--- src/sv/rpsc_pkg.sv ---
// shared types, register codes and constants of the ramped pi speed controller
package rpsc_pkg;

	localparam int CFG_DATA_W = 24;
	localparam int REG_IDX_W  = 3;
	localparam int COEF_W     = 24;
	localparam int RPM_W      = 16;
	localparam int MEAS_W     = 18;
	localparam int ERR_W      = 20;
	localparam int DRIVE_W    = 15;
	localparam int ACC_W      = 32;
	localparam int IN_DATA_W  = 32;
	localparam int IN_USER_W  = 1;
	localparam int OUT_DATA_W = 56;
	localparam int OUT_USER_W = 2;

	// digit-serial multiplier: radix 16, coefficient widened to 25 bits signed
	localparam int DIG_W      = 4;
	localparam int MUL_B_W    = COEF_W + 1;
	localparam int MUL_DIGITS = (MUL_B_W + DIG_W - 1) / DIG_W;
	localparam int MUL_LO_W   = MUL_DIGITS * DIG_W;

	localparam longint DRIVE_LIMIT = 64'd655360000;

	typedef enum logic [REG_IDX_W-1:0] {
		REG_SPEED_SCALE   = 3'd0,
		REG_COEF_NOW      = 3'd1,
		REG_COEF_PREV     = 3'd2,
		REG_TARGET_RPM    = 3'd3,
		REG_STEP_RPM      = 3'd4,
		REG_STEP_TICKS    = 3'd5,
		REG_OVERSPEED_RPM = 3'd6,
		REG_RAMP_DOWN     = 3'd7
	} rpsc_reg_t;

	typedef struct packed {
		logic        [COEF_W-1:0] speed_scale;
		logic signed [COEF_W-1:0] coef_now;
		logic signed [COEF_W-1:0] coef_prev;
		logic        [RPM_W-1:0]  target_rpm;
		logic        [RPM_W-1:0]  step_rpm;
		logic        [RPM_W-1:0]  step_ticks;
		logic        [RPM_W-1:0]  overspeed_rpm;
		logic        [RPM_W-1:0]  ramp_down_step;
	} rpsc_cfg_t;

	localparam rpsc_cfg_t CFG_RESET = '{
		speed_scale:    24'd551800,
		coef_now:       24'sd275251,
		coef_prev:      -24'sd274993,
		target_rpm:     16'd0,
		step_rpm:       16'd0,
		step_ticks:     16'd200,
		overspeed_rpm:  16'd51200,
		ramp_down_step: 16'd26
	};

	typedef struct packed {
		logic             running;
		logic             tripped;
		logic [RPM_W-1:0] ref_rpm;
	} rpsc_ramp_t;

endpackage

--- src/sv/rpsc_dmul.sv ---
// radix-16 digit-serial signed multiplier, one coefficient digit per cycle
module rpsc_dmul #(
	parameter int A_W = 32
) (
	input  logic                                          clk,
	input  logic                                          arst_n,
	input  logic                                          start,
	input  logic signed [A_W-1:0]                         a,
	input  logic signed [rpsc_pkg::MUL_B_W-1:0]           b,
	output logic                                          done,
	output logic signed [A_W+2+rpsc_pkg::MUL_LO_W-1:0]    prod
);
	import rpsc_pkg::*;

	localparam int CNT_W = $clog2(MUL_DIGITS);
	localparam int PART_W = A_W + 2;
	localparam int PP_W = A_W + 5;
	localparam int SUM_W = A_W + 6;

	logic signed [A_W-1:0]    a_q;
	logic [MUL_LO_W-1:0]      b_q;
	logic [PART_W-1:0]        part_q;
	logic [MUL_LO_W-1:0]      lo_q;
	logic [CNT_W-1:0]         cnt_q;
	logic                     busy_q;
	logic                     done_q;

	logic [DIG_W-1:0]         dig;
	logic                     last_dig;
	logic signed [DIG_W:0]    sdig;
	logic signed [PP_W-1:0]   pp;
	logic [SUM_W-1:0]         sum;

	assign dig = b_q[DIG_W-1:0];
	assign last_dig = (cnt_q == CNT_W'(MUL_DIGITS - 1));
	// top digit carries the sign of the coefficient
	assign sdig = last_dig ? {dig[DIG_W-1], dig} : {1'b0, dig};
	assign pp = a_q * sdig;
	assign sum = {{(SUM_W-PART_W){part_q[PART_W-1]}}, part_q} + {pp[PP_W-1], pp};

	always_ff @(posedge clk or negedge arst_n) begin
		if (!arst_n) begin
			busy_q <= 1'b0;
			done_q <= 1'b0;
			cnt_q <= '0;
		end else begin
			done_q <= 1'b0;
			if (start) begin
				busy_q <= 1'b1;
				cnt_q <= '0;
			end else if (busy_q) begin
				cnt_q <= cnt_q + CNT_W'(1);
				if (last_dig) begin
					busy_q <= 1'b0;
					done_q <= 1'b1;
				end
			end
		end
	end

	always_ff @(posedge clk) begin
		if (start) begin
			a_q <= a;
			b_q <= {{(MUL_LO_W-MUL_B_W){b[MUL_B_W-1]}}, b};
			part_q <= '0;
		end else if (busy_q) begin
			b_q <= {{DIG_W{1'b0}}, b_q[MUL_LO_W-1:DIG_W]};
			lo_q <= {sum[DIG_W-1:0], lo_q[MUL_LO_W-1:DIG_W]};
			part_q <= sum[SUM_W-1:DIG_W];
		end
	end

	assign done = done_q;
	assign prod = {part_q, lo_q};

endmodule

--- src/sv/rpsc_ramp.sv ---
// trip latch, step counter and ramped reference speed
module rpsc_ramp (
	input  logic                                clk,
	input  logic                                arst_n,
	input  logic                                upd,
	input  logic                                run,
	input  logic signed [rpsc_pkg::MEAS_W-1:0]  measured,
	input  rpsc_pkg::rpsc_cfg_t                 cfg,
	output rpsc_pkg::rpsc_ramp_t                status
);
	import rpsc_pkg::*;

	logic [RPM_W-1:0] ref_q;
	logic [RPM_W-1:0] tick_q;
	logic             trip_q;
	logic             running_q;

	logic             trip_nx;
	logic             run_nx;
	logic [RPM_W-1:0] tick_inc;
	logic             step_due;
	logic [RPM_W:0]   rise;
	logic [RPM_W-1:0] up_ref;
	logic [RPM_W-1:0] down_ref;

	assign trip_nx = run &&
		(trip_q || (measured > $signed({2'b00, cfg.overspeed_rpm})));
	assign run_nx = run && !trip_nx;
	assign tick_inc = tick_q + RPM_W'(1);
	assign step_due = (tick_inc >= cfg.step_ticks);
	assign rise = {1'b0, ref_q} + {1'b0, cfg.step_rpm};

	always_comb begin
		if (rise < {1'b0, cfg.target_rpm}) begin
			up_ref = rise[RPM_W-1:0];
		end else if (ref_q < cfg.target_rpm) begin
			up_ref = cfg.target_rpm;
		end else begin
			up_ref = ref_q;
		end
		if (ref_q > cfg.ramp_down_step) begin
			down_ref = ref_q - cfg.ramp_down_step;
		end else begin
			down_ref = '0;
		end
	end

	always_ff @(posedge clk or negedge arst_n) begin
		if (!arst_n) begin
			ref_q <= '0;
			tick_q <= '0;
			trip_q <= 1'b0;
			running_q <= 1'b0;
		end else if (upd) begin
			trip_q <= trip_nx;
			running_q <= run_nx;
			if (run_nx) begin
				// counter wraps whenever it reaches the step interval
				tick_q <= step_due ? '0 : tick_inc;
				if (step_due) begin
					ref_q <= up_ref;
				end
			end else begin
				ref_q <= down_ref;
			end
		end
	end

	assign status = '{running: running_q, tripped: trip_q, ref_rpm: ref_q};

endmodule

--- src/sv/ramped_pi_speed_controller.sv ---
// One word in, one word out: each tick's encoder count and run request give the measured
// speed, the ramped reference, the PI drive voltage and the run/trip flags. The next item
// is taken once the result of the last one is loaded into the output register; the pace is
// set by the single shared radix-16 digit-serial multiplier, which makes three passes per
// item (speed scaling, gain on current error, gain on previous error), one coefficient digit
// at a time. A result waiting at the output does not stop the next item from being
// accepted; that item only waits at its last step until the output register is free.
module ramped_pi_speed_controller #(
	parameter int COUNT_WIDTH = 32
) (
	input  logic                                 clk,
	input  logic                                 arst_n,
	input  logic                                 s_tvalid,
	output logic                                 s_tready,
	input  logic [rpsc_pkg::IN_DATA_W-1:0]       s_tdata,   // encoder_count
	input  logic [rpsc_pkg::IN_USER_W-1:0]       s_tuser,   // run_request
	output logic                                 m_tvalid,
	input  logic                                 m_tready,
	output logic [rpsc_pkg::OUT_DATA_W-1:0]      m_tdata,   // measured_rpm, reference_rpm, drive_mv
	output logic [rpsc_pkg::OUT_USER_W-1:0]      m_tuser,   // running, tripped
	input  logic                                 cfg_wr_en,
	input  logic [rpsc_pkg::REG_IDX_W-1:0]       cfg_addr,
	input  logic [rpsc_pkg::CFG_DATA_W-1:0]      cfg_wdata
);
	import rpsc_pkg::*;

	localparam int A_W = (COUNT_WIDTH > ERR_W) ? COUNT_WIDTH : ERR_W;
	localparam int PROD_W = A_W + 2 + MUL_LO_W;
	localparam logic signed [PROD_W-1:0] MEAS_HI = PROD_W'(131071);
	localparam logic signed [PROD_W-1:0] MEAS_LO = PROD_W'(-131072);
	localparam logic signed [PROD_W:0] DRV_HI = (PROD_W+1)'(DRIVE_LIMIT);
	localparam logic signed [PROD_W:0] DRV_LO = -(PROD_W+1)'(DRIVE_LIMIT);

	typedef enum logic [2:0] {
		ST_IDLE,
		ST_MEAS,
		ST_RAMP,
		ST_ERR,
		ST_MUL2,
		ST_MUL3,
		ST_ACC,
		ST_OUT
	} state_t;

	state_t                        st_q;
	rpsc_cfg_t                     cfg_q;
	logic [COUNT_WIDTH-1:0]        last_q;
	logic                          seen_q;
	logic                          run_q;
	logic signed [MEAS_W-1:0]      meas_q;
	logic signed [ERR_W-1:0]       err_q;
	logic signed [ERR_W-1:0]       err_prev_q;
	logic signed [PROD_W-1:0]      p2_q;
	logic signed [PROD_W:0]        sum_q;
	logic signed [ACC_W-1:0]       drive_q;
	logic                          m_tvalid_q;
	logic [OUT_DATA_W-1:0]         m_tdata_q;
	logic [OUT_USER_W-1:0]         m_tuser_q;

	logic                          accept;
	logic [COUNT_WIDTH-1:0]        diff_raw;
	logic signed [COUNT_WIDTH-1:0] diff;
	logic signed [ERR_W-1:0]       err_nx;
	logic                          mul_start;
	logic signed [A_W-1:0]         mul_a;
	logic signed [MUL_B_W-1:0]     mul_b;
	logic                          mul_done;
	logic signed [PROD_W-1:0]      prod;
	logic signed [PROD_W-1:0]      meas_t;
	logic signed [PROD_W-1:0]      meas_sh;
	logic signed [MEAS_W-1:0]      meas_sat;
	logic signed [PROD_W:0]        psum_t;
	logic signed [PROD_W:0]        acc_t;
	logic signed [ACC_W-1:0]       acc_sat;
	logic signed [ACC_W:0]         drv_t;
	logic signed [ACC_W:0]         drv_sh;
	rpsc_ramp_t                    ramp;

	assign s_tready = (st_q == ST_IDLE);
	assign accept = s_tvalid && s_tready;

	// count difference, zero on the first tick
	assign diff_raw = s_tdata[COUNT_WIDTH-1:0] - last_q;
	assign diff = seen_q ? diff_raw : '0;
	assign err_nx = $signed({4'b0000, ramp.ref_rpm}) - ERR_W'(meas_q);

	assign mul_start = accept || (st_q == ST_ERR) || ((st_q == ST_MUL2) && mul_done);

	always_comb begin
		unique case (st_q)
			ST_IDLE: begin
				mul_a = A_W'(diff);
				mul_b = {1'b0, cfg_q.speed_scale};
			end
			ST_ERR: begin
				mul_a = A_W'(err_nx);
				mul_b = {cfg_q.coef_now[COEF_W-1], cfg_q.coef_now};
			end
			ST_MUL2: begin
				mul_a = A_W'(err_prev_q);
				mul_b = {cfg_q.coef_prev[COEF_W-1], cfg_q.coef_prev};
			end
			default: begin
				mul_a = '0;
				mul_b = '0;
			end
		endcase
	end

	rpsc_dmul #(
		.A_W(A_W)
	) u_dmul (
		.clk(clk),
		.arst_n(arst_n),
		.start(mul_start),
		.a(mul_a),
		.b(mul_b),
		.done(mul_done),
		.prod(prod)
	);

	rpsc_ramp u_ramp (
		.clk(clk),
		.arst_n(arst_n),
		.upd(st_q == ST_RAMP),
		.run(run_q),
		.measured(meas_q),
		.cfg(cfg_q),
		.status(ramp)
	);

	// rpm q16 to q8 with round half up, then saturate
	assign meas_t = prod + PROD_W'(128);
	assign meas_sh = meas_t >>> 8;

	always_comb begin
		if (meas_sh > MEAS_HI) begin
			meas_sat = MEAS_W'(MEAS_HI);
		end else if (meas_sh < MEAS_LO) begin
			meas_sat = MEAS_W'(MEAS_LO);
		end else begin
			meas_sat = meas_sh[MEAS_W-1:0];
		end
	end

	assign psum_t = (PROD_W+1)'(p2_q) + (PROD_W+1)'(prod) + (PROD_W+1)'(128);
	assign acc_t = (PROD_W+1)'(drive_q) + sum_q;

	always_comb begin
		if (acc_t > DRV_HI) begin
			acc_sat = ACC_W'(DRV_HI);
		end else if (acc_t < DRV_LO) begin
			acc_sat = ACC_W'(DRV_LO);
		end else begin
			acc_sat = acc_t[ACC_W-1:0];
		end
	end

	assign drv_t = (ACC_W+1)'(drive_q) + (ACC_W+1)'(32768);
	assign drv_sh = drv_t >>> 16;

	always_ff @(posedge clk or negedge arst_n) begin
		if (!arst_n) begin
			cfg_q <= CFG_RESET;
		end else if (cfg_wr_en) begin
			unique case (rpsc_reg_t'(cfg_addr))
				REG_SPEED_SCALE:   cfg_q.speed_scale <= cfg_wdata;
				REG_COEF_NOW:      cfg_q.coef_now <= cfg_wdata;
				REG_COEF_PREV:     cfg_q.coef_prev <= cfg_wdata;
				REG_TARGET_RPM:    cfg_q.target_rpm <= cfg_wdata[RPM_W-1:0];
				REG_STEP_RPM:      cfg_q.step_rpm <= cfg_wdata[RPM_W-1:0];
				REG_STEP_TICKS:    cfg_q.step_ticks <= cfg_wdata[RPM_W-1:0];
				REG_OVERSPEED_RPM: cfg_q.overspeed_rpm <= cfg_wdata[RPM_W-1:0];
				REG_RAMP_DOWN:     cfg_q.ramp_down_step <= cfg_wdata[RPM_W-1:0];
				default: ;
			endcase
		end
	end

	// controller state kept across ticks
	always_ff @(posedge clk or negedge arst_n) begin
		if (!arst_n) begin
			last_q <= '0;
			seen_q <= 1'b0;
			err_prev_q <= '0;
			drive_q <= '0;
		end else begin
			if (accept) begin
				last_q <= s_tdata[COUNT_WIDTH-1:0];
				seen_q <= 1'b1;
			end
			if (st_q == ST_ACC) begin
				drive_q <= acc_sat;
				err_prev_q <= err_q;
			end
		end
	end

	always_ff @(posedge clk) begin
		if (accept) begin
			run_q <= s_tuser[0];
		end
		if ((st_q == ST_MEAS) && mul_done) begin
			meas_q <= meas_sat;
		end
		if (st_q == ST_ERR) begin
			err_q <= err_nx;
		end
		if ((st_q == ST_MUL2) && mul_done) begin
			p2_q <= prod;
		end
		if ((st_q == ST_MUL3) && mul_done) begin
			sum_q <= psum_t >>> 8;
		end
	end

	always_ff @(posedge clk or negedge arst_n) begin
		if (!arst_n) begin
			st_q <= ST_IDLE;
			m_tvalid_q <= 1'b0;
			m_tdata_q <= '0;
			m_tuser_q <= '0;
		end else begin
			// in the output step a taken word is replaced by the new one below
			if (m_tvalid_q && m_tready && (st_q != ST_OUT)) begin
				m_tvalid_q <= 1'b0;
			end
			unique case (st_q)
				ST_IDLE: begin
					if (accept) begin
						st_q <= ST_MEAS;
					end
				end
				ST_MEAS: begin
					if (mul_done) begin
						st_q <= ST_RAMP;
					end
				end
				ST_RAMP: st_q <= ST_ERR;
				ST_ERR:  st_q <= ST_MUL2;
				ST_MUL2: begin
					if (mul_done) begin
						st_q <= ST_MUL3;
					end
				end
				ST_MUL3: begin
					if (mul_done) begin
						st_q <= ST_ACC;
					end
				end
				ST_ACC:  st_q <= ST_OUT;
				ST_OUT: begin
					if (!m_tvalid_q || m_tready) begin
						m_tvalid_q <= 1'b1;
						m_tdata_q <= {{(OUT_DATA_W-MEAS_W-RPM_W-DRIVE_W){1'b0}},
							drv_sh[DRIVE_W-1:0], ramp.ref_rpm, meas_q};
						m_tuser_q <= {ramp.tripped, ramp.running};
						st_q <= ST_IDLE;
					end
				end
				default: st_q <= ST_IDLE;
			endcase
		end
	end

	assign m_tvalid = m_tvalid_q;
	assign m_tdata = m_tdata_q;
	assign m_tuser = m_tuser_q;

endmodule

--- config.mk ---
export PLATFORM = sky130hd
export DESIGN_NAME = ramped_pi_speed_controller
export DESIGN_NICKNAME = d
export VERILOG_FILES = /design/src/sv/rpsc_pkg.sv /design/src/sv/rpsc_dmul.sv /design/src/sv/rpsc_ramp.sv /design/src/sv/ramped_pi_speed_controller.sv
export SDC_FILE = /design/constraint.sdc
export NUM_CORES = 2
export LEC_CHECK = 0
export ABC_CLOCK_PERIOD_IN_PS = 7350
export BUFFER_PORTS_ARGS = -buffer_cell sky130_fd_sc_hd__buf_2
export CAP_MARGIN = 20
export CORE_ASPECT_RATIO = 1.4
export CORE_MARGIN = 2
export CORE_UTILIZATION = 50
export DETAILED_ROUTE_END_ITERATION = 8
export GPL_ROUTABILITY_DRIVEN = 0
export GPL_TIMING_DRIVEN = 0
export HOLD_SLACK_MARGIN = 0.1
export PLACE_DENSITY = 0.66
export SETUP_SLACK_MARGIN = 0.02
export SLEW_MARGIN = 10
export SYNTH_ARGS = -nofsm -noshare
export SYNTH_HDL_FRONTEND = slang
export SYNTH_SLANG_ARGS = --single-unit
--- constraint.sdc ---
create_clock -name clk -period 7.35 [get_ports clk]
set_clock_uncertainty 0.1 [all_clocks]
set_input_delay 1.1025 -clock clk [delete_from_list [all_inputs] [get_ports clk]]
set_output_delay 1.1025 -clock clk [all_outputs]
set_load 0.03 [all_outputs]
; Yosys cells after proc, flatten, opt, wreduce, memory -nomap -nowiden
; Cells that the tools add are included.
[word_totals]
register_bits = 609
inputBits = 65
out_inout_bits = 60
[op_classes]
n_addsub = 12
mul = 1
magnitude_cmp = 9
eq_ne = 23
n_mux = 32
bitwise_logic = 1
reduce_logical = 30
[ops]
columns = op, count
row1 = $mux 16, 6
row2 = $mux 32, 3
row3 = $pmux 32 s3, 1
row4 = $pmux 25 s3, 1
row5 = $add 62x62->63, 1
row6 = $add 63x9->63 const B, 1
row7 = $add 62x9->62 const B, 1
row8 = $add 32x55->56, 1
row9 = $gt 56x31->1 const B, 1
row10 = $lt 56x31->1 const B, 1
row11 = $mux 28, 2
row12 = $gt 54x18->1 const B, 1
row13 = $lt 54x18->1 const B, 1
row14 = $add 34x37->38, 1
row15 = $mul 32x5->37, 1
row16 = $sub 32x32->32, 1
row17 = $add 31x17->31 const B, 1
row18 = $eq 3x3->1 const B, 9
row19 = $pmux 3 s8, 1
row20 = $reduce_and 2->1, 11
row21 = $mux 3, 7
row22 = $sub 17x18->19, 1
row23 = $gt 18x17->1, 1
row24 = $mux 18, 1
row25 = 23 further kinds, 52

; Longest topological paths before layout
[depth]
word_depth = 7
mapped_depth = 25

; Hierarchy
; A second synthesis with hierarchy kept.
[hier_totals]
hier_cells = 4493
area_unflattened_um2 = 44133.6
[by_module_without_submodules]
columns = mod, n_inst, cells_per_inst, area_each_um2, seq_area_each_um2
row1 = ramped_pi_speed_controller, 1, 2794, 28149.5, 11994.0
row2 = rpsc_dmul, 1, 1076, 11015.6, 3358.2
row3 = rpsc_ramp, 1, 623, 4968.5, 850.8

; Worst setup path before layout
; OpenSTA, ideal clock, no wires.
[synth_path]
kind = reg-to-reg
from = reg u_dmul.cnt_q[0]
to = reg u_dmul.part_q[32]
arrival_time_ns = 5.716
slack_ns = 1.385
path_stages_with_launch = 24
path_cell_list = dfrtp_1 -> inv_1 -> ha_1 -> nand3_1 -> or2_2 -> fa_1 -> fa_1 -> fa_1 -> inv_1 -> fa_1 -> ha_1 -> a21o_1 -> a21oi_1 -> o21ai_0 -> a2111o_1 -> a31oi_1 -> o211ai_1 -> a21oi_1 -> o2111ai_1 -> a311oi_1 -> o21bai_1 -> a21oi_1 -> xor2_1 -> o22ai_1
[synth_between]
elab_chain_cells = 4
[synth_rtl]
columns = element, line_no
row1 = start: declaration, rpsc_dmul.sv:24  ; logic [CNT_W-1:0] cnt_q;
row2 = start signal: assignment, rpsc_dmul.sv:52  ; cnt_q <= cnt_q + CNT_W'(1);
row3 = $eq 3x3->1, rpsc_dmul.sv:35  ; assign last_dig = (cnt_q == CNT_W'(MUL_DIGITS - 1));
row4 = $mux 5, rpsc_dmul.sv:37  ; assign sdig = last_dig ? {dig[DIG_W-1], dig} : {1'b0, dig};
row5 = $mul 32x5->37, rpsc_dmul.sv:38  ; assign pp = a_q * sdig;
row6 = $add 34x37->38, rpsc_dmul.sv:39  ; assign sum = {{(SUM_W-PART_W){part_q[PART_W-1]}}, part_q} + {pp[PP_W-1], pp};
row7 = end signal: assignment, rpsc_dmul.sv:69  ; part_q <= sum[SUM_W-1:DIG_W];
row8 = end: declaration, rpsc_dmul.sv:22  ; logic [PART_W-1:0] part_q;
; Every way passes these cells.
; A chain may end at the register's enable or synchronous reset.

; Final worst setup path
; Same ends and word-level chain as after synthesis.

==> run_results.csv <==
group,metric,value,unit
status,status,"complete, no violations",
synth,synthFlopType,"dfrtp_1",
synth,synth_area_per_cell,9.88,sq um
clock_tree,post-cts-setup-buffers,0,
floorplan,core,0.0855,sq mm
cells_and_area,area_growth,10.2,%
critical_path,r2r_start,"u_dmul.cnt_q[0]",
floorplan,die_h,351,um
sta,drv_slew,0,
floorplan,start_util,50.3,%
clock_tree,postCtsHoldBufs,0,
hold_path,hold_path.class,"input pin to async pin",
route,wire_per_inst,18.9,um
critical_path,reg2reg_slack,0.41,ns
clock_tree,cts_made_buffers,66,
cells_and_area,regArea,0.0162,sq mm
critical_path,cp_slowest_cell,"fa_1",
route,drc,0,
critical_path,cpMostUsedCell,"fa_1",
route,dr.first_iter.drc_count,1595,
synth,syn_inst,4357,
critical_path,cp_top_family,"compound AO/OA/AOI/OAI gates",
cells_and_area,nets,5160,
clock_tree,cts.sinks,604,
cells_and_area,layout_common_cells,"ha_1 (401), inv_1 (390), nor2_1 (340)",
sta,period_share,94.5,%
clock_tree,cts_tree,"yes",
placement,dpl.hpwl,85800,um
sta,rsz0062_at_grt,"no",
clock_tree,cts.path.max_buffers,3,
grt,grt_pass1_vias,32200,
grt,grt_pass1_wl,170000,um
synth,yosysUniqueCellTypes,89,
critical_path,r2r-end,"u_dmul.part_q[32]",
critical_path,cp_data_required_time,7.71,ns
sta,worstMarginPinSlew,1.11,ns
critical_path,slowest_delay,0.54,ns
critical_path,endpoint_kind,"flip-flop",
synth,syn_area,0.0430,sq mm
grt,overflow,0,
floorplan,core.rowCount,127,
critical_path,reg2regPathDepth,23,
floorplan,die_w,252,um
clock_tree,cts.clk_slew.worst_paths,0.06,ns
run,max_cap_viol_count,0,
clock_tree,ctsRootBufferMaster,"clkbuf_16",
sta,fmax,0.144,GHz
sta,tns,0,ns
synth,yosysWarnings,0,
critical_path,cp_num_buf_inv,2,
synth,seq_area_frac_synth,37.6,%
clock_tree,h-tree-depth,3,
sta,setup_viol,0,
floorplan,io_pins,125,
route,vias_per_cell,5.63,
cells_and_area,multi_input_area,0.0248,sq mm
cells_and_area,fillers,7589,
critical_path,crit_path_max_fanout,6,
critical_path,worstPathArrival,7.30,ns
synth,yosys_register_bits,604,
grt,grt_use_total,24.4,%
placement,portBuffers,113,
route,via_count,32100,
route,drtPass1Iterations,5,
clock_tree,cts_resized,0,
sta,max-slew-margin-rel,25.7,%
synth,synth_edf_count,240,
sta,hold_viol,0,
grt,antenna_found_initial,4,
route,wirelength,108000,um
clock_tree,clock_latency,0.63,ns
floorplan,die-area,0.0885,sq mm
synth,ys_async_sr_fraction,54.6,%
grt,grt_max_degree,106,
critical_path,worstPathCellList,"inv_1 -> ha_1 -> nand3_1 -> or2_2 -> fa_1 -> fa_1 -> fa_1 -> inv_1 -> fa_1 -> ha_1 -> a21o_1 -> a21oi_1 -> o21ai_0 -> a2111o_1 -> a31oi_1 -> o211ai_1 -> a21oi_1 -> o2111ai_1 -> a311oi_1 -> o21bai_1 -> a21oi_1 -> xor2_1 -> o22ai_1",
critical_path,cp-start-kind,"flip-flop",
cells_and_area,final_common_cell,"ha_1",
sta,final.min_clock_period,6.94,ns
critical_path,crit_type,"flip-flop to flip-flop",
cells_and_area,drive_gt1_share,11.9,%
route,ant_nets,0,
## worst max path at each step
stage / from / endpoint / slack [ns] / cells past startpoint
floorplan: u_dmul.cnt_q[0] / u_dmul.part_q[32] / 1.38 / 23
global placement: arst_n / last_q[28] / -1.51 / 1
CTS: u_dmul.cnt_q[0] / u_dmul.part_q[32] / 0.15 / 23
detailed placement: u_dmul.cnt_q[0] / u_dmul.part_q[32] / 0.19 / 23
global route: u_dmul.cnt_q[0] / u_dmul.part_q[32] / 0.10 / 23
finish: u_dmul.cnt_q[0] / u_dmul.part_q[32] / 0.41 / 23
## registers in the layout, summed over array words and instances (netlist names), 16 cells and up
register,cells
m_tdata,49
u_ramp.tick_q,16
drive_q,32
err_prev_q,19
u_dmul.b_q,25
meas_q,18
u_dmul.a_q,32
u_ramp.ref_q,16
u_dmul.part_q,34
p2_q,62
u_dmul.lo_q,28
last_q,32
sum_q,55
cfg_q,152
err_q,19
## layout make-up
cell class | instances | share of cell area [%]
Antenna cell | 3 | 0.0158
Buffer | 154 | 1.30
Clock buffer | 95 | 4.04
Clock inverter | 26 | 0.572
Inverter | 393 | 3.11
Multi-Input combinational cell | 3212 | 52.2
Sequential cell | 604 | 34.1
Tap cell | 1096 | 2.89
Timing Repair Buffer | 125 | 1.70
## cells by family after synthesis
group                    count (synthesis)  share of synthesized area (%)
AO/OA/AOI/OAI                          889                           13.4
XOR/XNOR                               242                           4.92
adder cells (fa/ha/maj)                539                           18.1
buffers and inverters                  547                           4.85
flip-flops                             604                           37.6
multiplexers                           258                           6.66
other                                    1                        0.00871
AND/OR/NAND/NOR                       1277                           14.4
## routing by layer
metal,vias to the layer above,routed length (um),GRT usage (%)
li1,15800,-,-
met1,15500,42800,27.6
met2,653,55600,45.3
met3,229,4000,2.85
met4,2,5450,12.3
met5,-,13,0
## cell usage after synthesis, types with 8 or more instances
| cell type | instances | area, sq um |
|---|---|---|
| edfxtp_1 | 240 | 7210 |
| o21bai_1 | 38 | 285 |
| nor3_1 | 74 | 370 |
| ha_1 | 401 | 5020 |
| a221oi_1 | 26 | 228 |
| or3_1 | 19 | 119 |
| nor3b_1 | 11 | 82.6 |
| nand4_1 | 71 | 444 |
| a21boi_0 | 10 | 75.1 |
| buf_1 | 9 | 33.8 |
| a211oi_1 | 22 | 165 |
| mux2_2 | 228 | 2570 |
| and3_1 | 44 | 275 |
| clkbuf_1 | 131 | 492 |
| nor2b_1 | 35 | 219 |
| and2_1 | 131 | 820 |
| o211ai_1 | 19 | 143 |
| nand2_1 | 320 | 1200 |
| nor4_1 | 18 | 113 |
| dfrtp_1 | 284 | 7110 |
| dfxtp_1 | 34 | 681 |
| nand2b_1 | 43 | 269 |
| nand3_1 | 113 | 566 |
| inv_1 | 390 | 1460 |
| fa_1 | 138 | 2760 |
| a41oi_1 | 12 | 105 |
| or2_2 | 8 | 50.1 |
| a21o_1 | 119 | 893 |
| and4_1 | 9 | 78.8 |
| xnor2_1 | 130 | 1140 |
| xor2_1 | 112 | 981 |
| dfstp_2 | 46 | 1210 |
| a31oi_1 | 39 | 244 |
| or4_1 | 21 | 158 |
| mux2i_1 | 30 | 300 |
| a21oi_1 | 237 | 1190 |
| nor2_1 | 341 | 1280 |
| o21a_1 | 28 | 210 |
| o31ai_1 | 16 | 120 |
| a221o_1 | 11 | 110 |
| o21ai_0 | 204 | 1020 |
| o2bb2ai_1 | 14 | 123 |
## through the flow
step / hold slack (ns) / cells / setup WS, ns / utilization [%] / cell area, sq um
global placement: 0.321 / 5572 / -1.51 / 52.6 / 45000
CTS: 0.335 / 5703 / 0.148 / 55.5 / 47400
floorplan: 0.315 / 4363 / 1.38 / - / 43100
detailed placement: 0.328 / 5582 / 0.189 / 52.9 / 45200
global route: 0.353 / 5707 / 0.101 / 55.5 / 47400
finish: 0.320 / 5708 / 0.406 / 55.5 / 47500
Power is not shown: default switching activity piles up to over one toggle a cycle in this logic, so the estimate is an artifact.
